--- src/rtl/core/crbp_pkg.sv ---
// ----------------------------------------------------------------------------
// crbp_pkg
// shared constants and types of the csr row block partitioner
// ----------------------------------------------------------------------------
package crbp_pkg;

    localparam int unsigned PTR_W    = 31;
    localparam int unsigned ROW_W    = 32;
    localparam int unsigned SUM_W    = 34;
    localparam int unsigned WORD_W   = 64;
    localparam int unsigned BS_W     = 21;
    localparam int unsigned THR_W    = 16;
    localparam int unsigned VSF_W    = 7;
    localparam int unsigned WG_W     = 6;
    localparam int unsigned RWL_W    = 5;
    localparam int unsigned DIV_W    = BS_W + VSF_W;
    localparam int unsigned CFG_A_W  = 3;

    localparam logic [WG_W-1:0] WG_LIMIT = 6'd60;

    typedef enum logic [CFG_A_W-1:0] {
        CFG_BLOCK_SIZE   = 3'd0,
        CFG_LONG_THRESH  = 3'd1,
        CFG_SHORT_THRESH = 3'd2,
        CFG_VEC_SPLIT    = 3'd3,
        CFG_MAX_WG       = 3'd4,
        CFG_REDUCE_LOG2  = 3'd5
    } t_cfg_idx;

endpackage

--- src/rtl/core/crbp_tc_unit.sv ---
// ----------------------------------------------------------------------------
// crbp_tc_unit
// reduction thread count, one bit of the row span per cycle
// ----------------------------------------------------------------------------
module crbp_tc_unit
    import crbp_pkg::*;
(
    input  logic             i_clk,
    input  logic             i_rst_n,
    input  logic             i_start,
    input  logic [ROW_W-1:0] i_span_m1,
    input  logic [RWL_W-1:0] i_rwl,
    output logic             o_done,
    output logic [ROW_W-1:0] o_count
);

    logic             r_busy;
    logic [ROW_W-1:0] r_m;
    logic [ROW_W-1:0] r_t;

    always_ff @(posedge i_clk) begin
        if (!i_rst_n) begin
            r_busy <= 1'b0;
        end else if (i_start) begin
            r_busy <= 1'b1;
        end else if (r_busy && r_m == '0) begin
            r_busy <= 1'b0;
        end
    end

    always_ff @(posedge i_clk) begin
        if (i_start) begin
            r_m <= i_span_m1;
            r_t <= ROW_W'(1) << i_rwl;
        end else if (r_busy && r_m != '0) begin
            r_m <= r_m >> 1;
            r_t <= r_t >> 1;
        end
    end

    assign o_done  = r_busy && (r_m == '0);
    assign o_count = r_t;

endmodule

--- src/rtl/core/crbp_div_unit.sv ---
// ----------------------------------------------------------------------------
// crbp_div_unit
// saturating workgroup count by repeated compare and subtract
// ----------------------------------------------------------------------------
module crbp_div_unit
    import crbp_pkg::*;
(
    input  logic             i_clk,
    input  logic             i_rst_n,
    input  logic             i_start,
    input  logic [PTR_W-1:0] i_len,
    input  logic [BS_W-1:0]  i_block_size,
    input  logic [VSF_W-1:0] i_vec_split,
    input  logic [WG_W-1:0]  i_limit,
    output logic             o_done,
    output logic [WG_W-1:0]  o_count
);

    logic             r_busy;
    logic             r_mul;
    logic [DIV_W-1:0] r_div;
    logic [PTR_W-1:0] r_rem;
    logic [WG_W-1:0]  r_q;
    logic             w_step;

    assign w_step = (r_q < i_limit) && ({{(PTR_W-DIV_W){1'b0}}, r_div} <= r_rem);

    always_ff @(posedge i_clk) begin
        if (!i_rst_n) begin
            r_busy <= 1'b0;
            r_mul  <= 1'b0;
        end else if (i_start) begin
            r_busy <= 1'b1;
            r_mul  <= 1'b1;
        end else if (r_mul) begin
            r_mul <= 1'b0;
        end else if (r_busy && !w_step) begin
            r_busy <= 1'b0;
        end
    end

    always_ff @(posedge i_clk) begin
        if (i_start) begin
            r_rem <= i_len;
            r_q   <= '0;
        end else if (r_mul) begin
            r_div <= DIV_W'(i_vec_split) * DIV_W'(i_block_size);
        end else if (r_busy && w_step) begin
            r_rem <= r_rem - {{(PTR_W-DIV_W){1'b0}}, r_div};
            r_q   <= r_q + 1'b1;
        end
    end

    assign o_done  = r_busy && !r_mul && !w_step;
    assign o_count = r_q;

endmodule

--- src/rtl/core/csr_row_block_partitioner.sv ---
// ----------------------------------------------------------------------------
// csr_row_block_partitioner
// csr-adaptive row block words from a stream of row pointers
// ----------------------------------------------------------------------------
// One row pointer is taken at a time and the input stays not ready until its
// row is fully processed. Closing a block adds an output word, which waits
// for the output register to drain; for a block of more than one row the
// thread count shifter first walks the bits of the row span less one. A row
// that overflows a block of several rows closes it and is passed again. A
// long row split over workgroups adds a multiply, one compare-subtract step
// per workgroup (up to 60) and a final compare, and then pushes its words.
// A pointer marked last then flushes the held word.
module csr_row_block_partitioner
    import crbp_pkg::*;
#(
    parameter int unsigned ROW_FIELD_SHIFT = 32
) (
    input  logic               i_clk,
    input  logic               i_rst_n,
    input  logic               i_s_tvalid,
    output logic               o_s_tready,
    input  logic [31:0]        i_s_tdata,   // [30:0] row_ptr
    input  logic               i_s_tuser,   // is_first
    input  logic               i_s_tlast,   // is_last
    output logic               o_m_tvalid,
    input  logic               i_m_tready,
    output logic [WORD_W-1:0]  o_m_tdata,   // [63:0] block_word
    output logic               o_m_tlast,   // is_final
    input  logic               i_cfg_valid,
    output logic               o_cfg_ready,
    input  logic [CFG_A_W-1:0] i_cfg_addr,
    input  logic [BS_W-1:0]    i_cfg_data
);

    typedef enum logic [3:0] {
        S_IDLE, S_PASS_A, S_PASS_B, S_TC, S_PUSH,
        S_DIV, S_VPUSH, S_DONE, S_FLUSH, S_FINAL
    } t_state;

    function automatic logic [WORD_W-1:0] f_end_word(input logic [ROW_W-1:0] row);
        f_end_word = {{(WORD_W-ROW_W){1'b0}}, row} << ROW_FIELD_SHIFT;
    endfunction

    // configuration
    logic [BS_W-1:0]  r_bs;
    logic [THR_W-1:0] r_lrt;
    logic [THR_W-1:0] r_srt;
    logic [VSF_W-1:0] r_vsf;
    logic [WG_W-1:0]  r_mwg;
    logic [RWL_W-1:0] r_rwl;

    always_ff @(posedge i_clk) begin
        if (!i_rst_n) begin
            r_bs  <= BS_W'(1024);
            r_lrt <= THR_W'(128);
            r_srt <= THR_W'(32);
            r_vsf <= VSF_W'(3);
            r_mwg <= WG_W'(60);
            r_rwl <= RWL_W'(8);
        end else if (i_cfg_valid) begin
            case (i_cfg_addr)
                CFG_BLOCK_SIZE:   r_bs  <= i_cfg_data;
                CFG_LONG_THRESH:  r_lrt <= i_cfg_data[THR_W-1:0];
                CFG_SHORT_THRESH: r_srt <= i_cfg_data[THR_W-1:0];
                CFG_VEC_SPLIT:    r_vsf <= i_cfg_data[VSF_W-1:0];
                CFG_MAX_WG:       r_mwg <= i_cfg_data[WG_W-1:0];
                CFG_REDUCE_LOG2:  r_rwl <= i_cfg_data[RWL_W-1:0];
                default: ;
            endcase
        end
    end

    assign o_cfg_ready = 1'b1;

    // state
    t_state            r_state;
    t_state            r_ret;
    logic [PTR_W-1:0]  r_prev;
    logic [ROW_W-1:0]  r_rc;
    logic [ROW_W-1:0]  r_bsr;
    logic [SUM_W-1:0]  r_sum;
    logic [ROW_W-1:0]  r_lr;
    logic [WORD_W-1:0] r_held;
    logic [PTR_W-1:0]  r_len;
    logic              r_last;
    logic [WORD_W-1:0] r_push_word;
    logic [WG_W-1:0]   r_w;
    logic [WG_W-1:0]   r_n;
    logic              r_m_valid;
    logic [WORD_W-1:0] r_m_data;
    logic              r_m_last;

    logic              w_accept;
    logic              w_slot;
    logic              w_emit;
    logic [PTR_W-1:0]  w_ptr;
    logic [ROW_W-1:0]  w_im1;
    logic [ROW_W-1:0]  w_span;
    logic [SUM_W-1:0]  w_sum_a;
    logic [SUM_W-1:0]  w_bs_ext;
    logic [ROW_W-1:0]  w_lr_inc;
    logic [ROW_W-1:0]  w_lr_n;
    logic              w_to_short;
    logic              w_vec;
    logic              w_stream;
    logic              w_close_go;
    logic [ROW_W-1:0]  w_close_end;
    logic [ROW_W-1:0]  w_close_span;
    t_state            w_close_ret;
    logic              w_tc_start;
    logic              w_tc_done;
    logic [ROW_W-1:0]  w_tc_count;
    logic              w_div_start;
    logic              w_div_done;
    logic [WG_W-1:0]   w_div_q;
    logic [WG_W-1:0]   w_mw;

    assign w_accept = i_s_tvalid && o_s_tready;
    assign w_slot   = !r_m_valid || i_m_tready;
    assign w_emit   = ((r_state == S_PUSH) || (r_state == S_FINAL)) && w_slot;
    assign w_ptr    = i_s_tdata[PTR_W-1:0];
    assign w_im1    = r_rc - 1'b1;
    assign w_span   = r_rc - r_bsr;
    assign w_sum_a  = r_sum + {{(SUM_W-PTR_W){1'b0}}, r_len};
    assign w_bs_ext = {{(SUM_W-BS_W){1'b0}}, r_bs};
    assign w_lr_inc = (r_lr != '1) ? r_lr + 1'b1 : r_lr;
    assign w_mw     = (r_mwg > WG_LIMIT) ? WG_LIMIT : r_mwg;
    assign w_vec    = (w_span == ROW_W'(1)) && (r_sum > w_bs_ext);
    assign w_stream = (w_span > ROW_W'(1)) && (r_sum > w_bs_ext);

    always_comb begin
        w_to_short = 1'b0;
        w_lr_n     = r_lr;
        if ({{(PTR_W-THR_W){1'b0}}, r_lrt} < r_len) begin
            w_lr_n = w_lr_inc;
        end else if (r_lr != '0) begin
            if (r_len < {{(PTR_W-THR_W){1'b0}}, r_srt}) begin
                w_to_short = 1'b1;
            end else begin
                w_lr_n = w_lr_inc;
            end
        end
    end

    always_comb begin
        w_close_go  = 1'b0;
        w_close_end = w_im1;
        w_close_ret = S_DONE;
        case (r_state)
            S_PASS_A: begin
                w_close_go  = w_to_short || ((w_lr_n == ROW_W'(1)) && (w_span > ROW_W'(1)));
                w_close_ret = S_PASS_B;
            end
            S_PASS_B: begin
                if (w_stream) begin
                    w_close_go  = 1'b1;
                    w_close_ret = S_PASS_A;
                end else if (!w_vec && r_sum == w_bs_ext) begin
                    w_close_go  = 1'b1;
                    w_close_end = r_rc;
                end
            end
            S_FLUSH: begin
                w_close_go  = (r_held >> ROW_FIELD_SHIFT) !=
                              (f_end_word(r_rc) >> ROW_FIELD_SHIFT);
                w_close_end = r_rc;
                w_close_ret = S_FINAL;
            end
            default: ;
        endcase
    end

    assign w_close_span = w_close_end - r_bsr;
    assign w_tc_start   = w_close_go && (w_close_span > ROW_W'(1));
    assign w_div_start  = (r_state == S_PASS_B) && w_vec;

    crbp_tc_unit u_tc (
        .i_clk     (i_clk),
        .i_rst_n   (i_rst_n),
        .i_start   (w_tc_start),
        .i_span_m1 (w_close_span - 1'b1),
        .i_rwl     (r_rwl),
        .o_done    (w_tc_done),
        .o_count   (w_tc_count)
    );

    crbp_div_unit u_div (
        .i_clk        (i_clk),
        .i_rst_n      (i_rst_n),
        .i_start      (w_div_start),
        .i_len        (r_len),
        .i_block_size (r_bs),
        .i_vec_split  (r_vsf),
        .i_limit      (w_mw),
        .o_done       (w_div_done),
        .o_count      (w_div_q)
    );

    always_ff @(posedge i_clk) begin
        if (!i_rst_n) begin
            r_state   <= S_IDLE;
            r_ret     <= S_IDLE;
            r_prev    <= '0;
            r_rc      <= '0;
            r_bsr     <= '0;
            r_sum     <= '0;
            r_lr      <= '0;
            r_held    <= '0;
            r_last    <= 1'b0;
            r_m_valid <= 1'b0;
        end else begin
            r_m_valid <= w_emit || (r_m_valid && !i_m_tready);
            case (r_state)
                S_IDLE: begin
                    if (w_accept) begin
                        r_last <= i_s_tlast;
                        r_prev <= w_ptr;
                        if (i_s_tuser) begin
                            r_rc   <= '0;
                            r_bsr  <= '0;
                            r_sum  <= '0;
                            r_lr   <= '0;
                            r_held <= '0;
                            r_state <= i_s_tlast ? S_FLUSH : S_IDLE;
                        end else begin
                            r_len   <= (w_ptr >= r_prev) ? w_ptr - r_prev : '0;
                            r_rc    <= r_rc + 1'b1;
                            r_state <= S_PASS_A;
                        end
                    end
                end
                S_PASS_A: begin
                    if (w_close_go) begin
                        r_bsr <= w_im1;
                        r_lr  <= w_to_short ? '0 : w_lr_n;
                        r_sum <= {{(SUM_W-PTR_W){1'b0}}, r_len};
                    end else begin
                        r_sum   <= w_sum_a;
                        r_lr    <= w_lr_n;
                        r_state <= S_PASS_B;
                    end
                end
                S_PASS_B: begin
                    if (w_vec) begin
                        r_bsr   <= r_rc;
                        r_sum   <= '0;
                        r_lr    <= '0;
                        r_state <= S_DIV;
                    end else if (w_close_go) begin
                        r_bsr <= w_stream ? w_im1 : r_rc;
                        r_sum <= '0;
                        r_lr  <= '0;
                    end else begin
                        r_state <= S_DONE;
                    end
                end
                S_TC: begin
                    if (w_tc_done) begin
                        r_held  <= r_held | {{(WORD_W-ROW_W){1'b0}}, w_tc_count};
                        r_state <= S_PUSH;
                    end
                end
                S_PUSH: begin
                    if (w_slot) begin
                        r_m_data  <= r_held;
                        r_m_last  <= 1'b0;
                        r_held    <= r_push_word;
                        r_state   <= r_ret;
                    end
                end
                S_DIV: begin
                    if (w_div_done) begin
                        r_w     <= WG_W'(1);
                        r_n     <= w_div_q;
                        r_state <= S_VPUSH;
                    end
                end
                S_VPUSH: begin
                    if (r_w < r_n) begin
                        r_push_word <= f_end_word(w_im1) | {{(WORD_W-WG_W){1'b0}}, r_w};
                        r_w         <= r_w + 1'b1;
                        r_ret       <= S_VPUSH;
                    end else begin
                        r_push_word <= f_end_word(r_rc);
                        r_ret       <= S_DONE;
                    end
                    r_state <= S_PUSH;
                end
                S_DONE: begin
                    r_sum   <= {1'b0, r_sum[SUM_W-2:0]};
                    r_state <= r_last ? S_FLUSH : S_IDLE;
                end
                S_FLUSH: begin
                    if (!w_close_go) begin
                        r_state <= S_FINAL;
                    end
                end
                S_FINAL: begin
                    if (w_slot) begin
                        r_m_data  <= r_held;
                        r_m_last  <= 1'b1;
                        r_prev    <= '0;
                        r_rc      <= '0;
                        r_bsr     <= '0;
                        r_sum     <= '0;
                        r_lr      <= '0;
                        r_held    <= '0;
                        r_state   <= S_IDLE;
                    end
                end
                default: r_state <= S_IDLE;
            endcase
            if (w_close_go) begin
                r_push_word <= f_end_word(w_close_end);
                r_ret       <= w_close_ret;
                r_state     <= w_tc_start ? S_TC : S_PUSH;
            end
        end
    end

    assign o_s_tready = (r_state == S_IDLE);
    assign o_m_tvalid = r_m_valid;
    assign o_m_tdata  = r_m_data;
    assign o_m_tlast  = r_m_last;

endmodule

--- config.mk ---
export PLATFORM = sky130hd
export DESIGN_NAME = csr_row_block_partitioner
export DESIGN_NICKNAME = d
export VERILOG_FILES = /design/src/rtl/core/crbp_pkg.sv /design/src/rtl/core/crbp_tc_unit.sv /design/src/rtl/core/crbp_div_unit.sv /design/src/rtl/core/csr_row_block_partitioner.sv
export SDC_FILE = /design/constraint.sdc
export NUM_CORES = 2
export LEC_CHECK = 0
export BUFFER_PORTS_ARGS = -buffer_cell sky130_fd_sc_hd__buf_2
export CORE_MARGIN = 2
export CORE_UTILIZATION = 40
export DETAILED_ROUTE_END_ITERATION = 12
export GPL_ROUTABILITY_DRIVEN = 0
export GPL_TIMING_DRIVEN = 0
export PLACE_DENSITY = 0.65
export SKIP_CTS_REPAIR_TIMING = 1
export SLEW_MARGIN = 15
export SYNTH_ARGS = -nofsm -noshare
export SYNTH_HDL_FRONTEND = slang
export SYNTH_SLANG_ARGS = --single-unit
--- constraint.sdc ---
create_clock -name i_clk -period 7.81 [get_ports i_clk]
set_clock_uncertainty 0.15 [all_clocks]
set_input_delay 0.3905 -clock i_clk [delete_from_list [all_inputs] [get_ports i_clk]]
set_output_delay 0.3905 -clock i_clk [all_outputs]
set_load 0.1 [all_outputs]
==> PnR_summary.wiki <==
{| class="wikitable"
! Metric !! Value
|-
| Status || finished clean
|-
| Top cell type's share of synthesized area || 0.2031
|-
| Leak || 18.05 nW
|-
| Synth Cell Area || 39770 um^2
|-
| Leading cell type by number of instances after synthesis || sky130_fd_sc_hd__nand2_1
|-
| Total length of routed wires || 118.7 mm
|-
| Combinational family with the most area after synthesis || simple AND/OR/NAND/NOR gates
|-
| Top cell types by occurrence after synthesis || sky130_fd_sc_hd__nand2_1 (536), sky130_fd_sc_hd__a21oi_1 (354), sky130_fd_sc_hd__nor2_1 (333)
|-
| Initial core utilization || 0.4041
|-
| Maximum number of buffers from clock root to sink || 3
|-
| Detail-routed net length per standard cell || 19.60 um
|-
| Portion of netlist area occupied by mux cells || 0.03363
|-
| Vert. Die Dim || 319.3 um
|-
| Period minus WS final || 7529 ps
|-
| Critical Path Source Type || flip-flop
|-
| Gr ovfl total || 0
|-
| Max Transition Viols Final || 0
|-
| Internal power || 9.209 mW
|-
| Iteration count of the initial detailed-routing pass || 6
|-
| I/O pin cnt || 131
|-
| Area of the core region || 98420 um^2
|-
| Portion of total power attributed to the clock network || 0.199
|-
| Total number of placement rows || 115
|-
| Worst setup slack for register-to-register paths || 280 ps
|-
| Top cells by area in the synthesized netlist || sky130_fd_sc_hd__edfxtp_1 (20%), sky130_fd_sc_hd__dfxtp_1 (16%), sky130_fd_sc_hd__ha_1 (8.4%)
|-
| Worst Path Class, Setup || reg -> reg
|-
| Layout cells sized above 1 || 0.09316
|-
| Synth warnings || 0
|-
| CTS tree || built
|-
| Crit-path max FO || 11
|-
| Source-to-sink clock delay at the later pin of the worst-skew pair || 650 ps
|-
| Part of the Yosys area used for sequential elements || 0.3617
|-
| Share of the synthesized area in compound gates (AO/OA/AOI/OAI) || 0.1667
|-
| Most area-hungry cell type in the Yosys netlist || sky130_fd_sc_hd__edfxtp_1
|-
| First-pass GRT wire length || 182.1 mm
|-
| Fmax || 0.1328 GHz
|-
| Final total negative setup slack || 0 ps
|-
| Maximum number of pins on one net before global-route repair || 60
|-
| Worst Tran Pin Value || 1135 ps
|-
| Total nets after synthesis || 4895
|-
| Post-synth cell types || 103
|-
| Count of max-cap constraint violations || 0
|-
| Relative max-transition margin || 0.2363
|-
| Clock edge transition at the registers on the reported setup and hold paths || 60 ps
|-
| Part of the total power dissipated in sequential elements || 0.274
|-
| TritonCTS sink count || 584
|-
| Starting DRC count in detailed routing || 2955
|-
| Antenna violations before repair || 1
|-
| HPWL Detailed || 90.40 mm
|-
| Xor and xnor area share after synthesis || 0.06717
|-
| Final cycle utilization of the critical path || 0.9641
|-
| Adder-cell share of the synthesized area || 0.1338
|-
| Number of flops mapped to enable cells by yosys || 269
|-
| Worst hold path class || in -> reg
|-
| Total Die Area || 102000 um^2
|-
| Mean cell area of the mapped netlist || 8.905 um^2
|-
| DR DRC count || 0
|-
| Endpoint type of the worst setup path || flip-flop
|-
| Power consumption || 16.21 mW
|-
| DIE WIDTH || 319.3 um
|-
| Layout overhead on the synthesized area || 13.45%
|-
| Final hold viol count || 0
|-
| Net switching share of the total power || 0.4319
|-
| Filler instances || 9506
|-
| Fin nets || 5142
|-
| H-tree levels || 3
|-
| VDD IR-drop max || 0.2546 mV
|-
| Power per Cell Area || 359.3 nW/um^2
|-
| Synth Area in Simple Gates || 0.1823
|-
| Via count normalized by instance count || 5.633
|-
| Async SR Flop Fraction || 0
|-
| Root buffer cell || sky130_fd_sc_hd__clkbuf_16
|-
| Final setup viols || 0
|-
| Vias in the first global route || 31886
|-
| Number of I/O port buffers || 128
|-
| Number of buffers created by CTS || 68
|-
| Data arrival at the endpoint of the critical path || 7750 ps
|-
| Critical path data required time || 8030 ps
|-
| Vias after detailed routing || 34100
|-
| Synthesized flop and latch total || 584
|-
| DRT antenna net count || 0
|-
| Global Route Usage Sum || 0.2261
|-
| Dominant register cell in the synthesized netlist || sky130_fd_sc_hd__dfxtp_1
|-
| Net switching power figure || 7.000 mW
|-
| Post-Syn Instances || 4466
|-
| Proportion of power drawn by combinational gates || 0.527
|}
==> stage by stage <==
step | hold slack (ps) | instance area (um^2) | setup slack, ps | util | std cells
2_1_floorplan | 259.0 | 39770 | 434.3 | - | 4466
3_3_place_gp | 267.6 | 42020 | -2660 | 0.4270 | 5881
3_5_place_dp | 266.4 | 42230 | -977.2 | 0.4290 | 5895
4_1_cts | -165.3 | 44450 | -1013 | 0.4516 | 6018
5_1_grt | 7.591 | 45120 | -62.09 | 0.4584 | 6054
6_report | 12.01 | 45120 | 280.7 | 0.4584 | 6054
==> cell families after synthesis <==
logic type	Yosys count
simple gates	1532
compound gates	1026
flops	584
buf+inv	549
fa+ha+maj	366
xor+xnor	305
mux	103
other cells	1
==> layer usage <==
metal | up-vias | part of all wire | global-route usage
met1 | 16299 | 0.44 | 0.3035
met2 | 1229 | 0.46 | 0.3673
li1 | 16292 | - | -
met5 | - | 0 | 0
met3 | 280 | 0.065 | 0.03055
met4 | 0 | 0.042 | 0.09046
==> worst paths after layout <==
kind,from,endpoint,cells past startpoint
setup / recovery,r_bs[4]$_SDFFE_PN0P_,u_tc.o_count[26]$_DFFE_PP_,23
setup reg to reg,r_bs[4]$_SDFFE_PN0P_,u_tc.o_count[26]$_DFFE_PP_,23
hold / removal,i_cfg_data[1],r_bs[1]$_SDFFE_PN0P_,3
hold reg to reg,r_held[0]$_SDFFE_PN0P_,o_m_tdata[0]$_DFFE_PP_,0
==> sequential cells by signal (all words and copies together), names as in the netlist, 21 cells and up <==
register,cells
o_m_tdata,64
r_push_word,38
u_div.r_div,28
r_bsr,32
r_sum,34
r_lr,32
r_rc,32
r_held,64
r_prev,31
u_div.r_rem,31
r_len,31
r_bs,21
u_tc.o_count,32
u_tc.r_m,32
==> power groups by stage <==
| stage | combinational (mW) | clock [mW] | sequential (mW) |
|---|---|---|---|
| 2_1_floorplan | 6.04 | 0 | 4.63 |
| 3_3_place_gp | 8.06 | 0 | 4.51 |
| 3_5_place_dp | 8.24 | 0 | 4.49 |
| 4_1_cts | 8.28 | 3.27 | 4.43 |
| 5_1_grt | 9.28 | 3.38 | 4.49 |
| 6_report | 8.54 | 3.22 | 4.44 |
==> cell type report <==
type                       instances  area (um^2)  area share
clock buffer                      92         1893     0.04196
tap                             1287         1610     0.03569
timing repair buffer             197         1341     0.02973
sequential                       584        14440      0.3200
inverter                         310         1164     0.02579
clock inverter                    31        329.1    0.007293
multi-input combinational       3333        23400      0.5187
buffer                           219        938.4     0.02080
antenna                            1        2.502  0.00005546
==> critical path, stage by stage (launching register included) <==
cell and delay, ps:
sky130_fd_sc_hd__dfxtp_4 450, sky130_fd_sc_hd__inv_1 80, sky130_fd_sc_hd__ha_1 300, sky130_fd_sc_hd__nand4_1 180, sky130_fd_sc_hd__nor4b_2 390, sky130_fd_sc_hd__nand4_1 260, sky130_fd_sc_hd__or3_4 490, sky130_fd_sc_hd__nand2_1 430
sky130_fd_sc_hd__o21ai_0 320, sky130_fd_sc_hd__ha_1 340, sky130_fd_sc_hd__nor2b_1 140, sky130_fd_sc_hd__o2111a_1 290, sky130_fd_sc_hd__o311a_4 400, sky130_fd_sc_hd__a21oi_2 190, sky130_fd_sc_hd__o21ai_1 130, sky130_fd_sc_hd__or4_1 420
sky130_fd_sc_hd__a21oi_1 150, sky130_fd_sc_hd__a311oi_1 80, sky130_fd_sc_hd__or3_1 540, sky130_fd_sc_hd__or3_4 460, sky130_fd_sc_hd__o41a_1 420, sky130_fd_sc_hd__buf_6 170, sky130_fd_sc_hd__buf_8 170, sky130_fd_sc_hd__mux2_4 300
==> cells in the final DEF, fill, tap and decap left out, types with 50 or more instances in the layout <==
cell                            synthesis  final
sky130_fd_sc_hd__clkbuf_16              0     69
sky130_fd_sc_hd__nand4_1               63     63
sky130_fd_sc_hd__dfxtp_1              315    299
sky130_fd_sc_hd__dlygate4sd3_1          0     50
sky130_fd_sc_hd__o21ai_0              197    197
sky130_fd_sc_hd__ha_1                 267    267
sky130_fd_sc_hd__fa_1                  99     99
sky130_fd_sc_hd__edfxtp_1             269    269
sky130_fd_sc_hd__a21o_1                85     85
sky130_fd_sc_hd__inv_1                310    310
sky130_fd_sc_hd__nor2_1               333    332
sky130_fd_sc_hd__buf_2                 21    150
sky130_fd_sc_hd__nand3_1              145    145
sky130_fd_sc_hd__xnor2_1              193    192
sky130_fd_sc_hd__clkbuf_1             199    192
sky130_fd_sc_hd__mux2_4                58     58
sky130_fd_sc_hd__and2_1                63     63
sky130_fd_sc_hd__nor3_1               117    112
sky130_fd_sc_hd__a21oi_1              354    349
sky130_fd_sc_hd__nand2_1              536    535
sky130_fd_sc_hd__xor2_1               112    111
No activity file was read; power rests on OpenSTA's default activity.
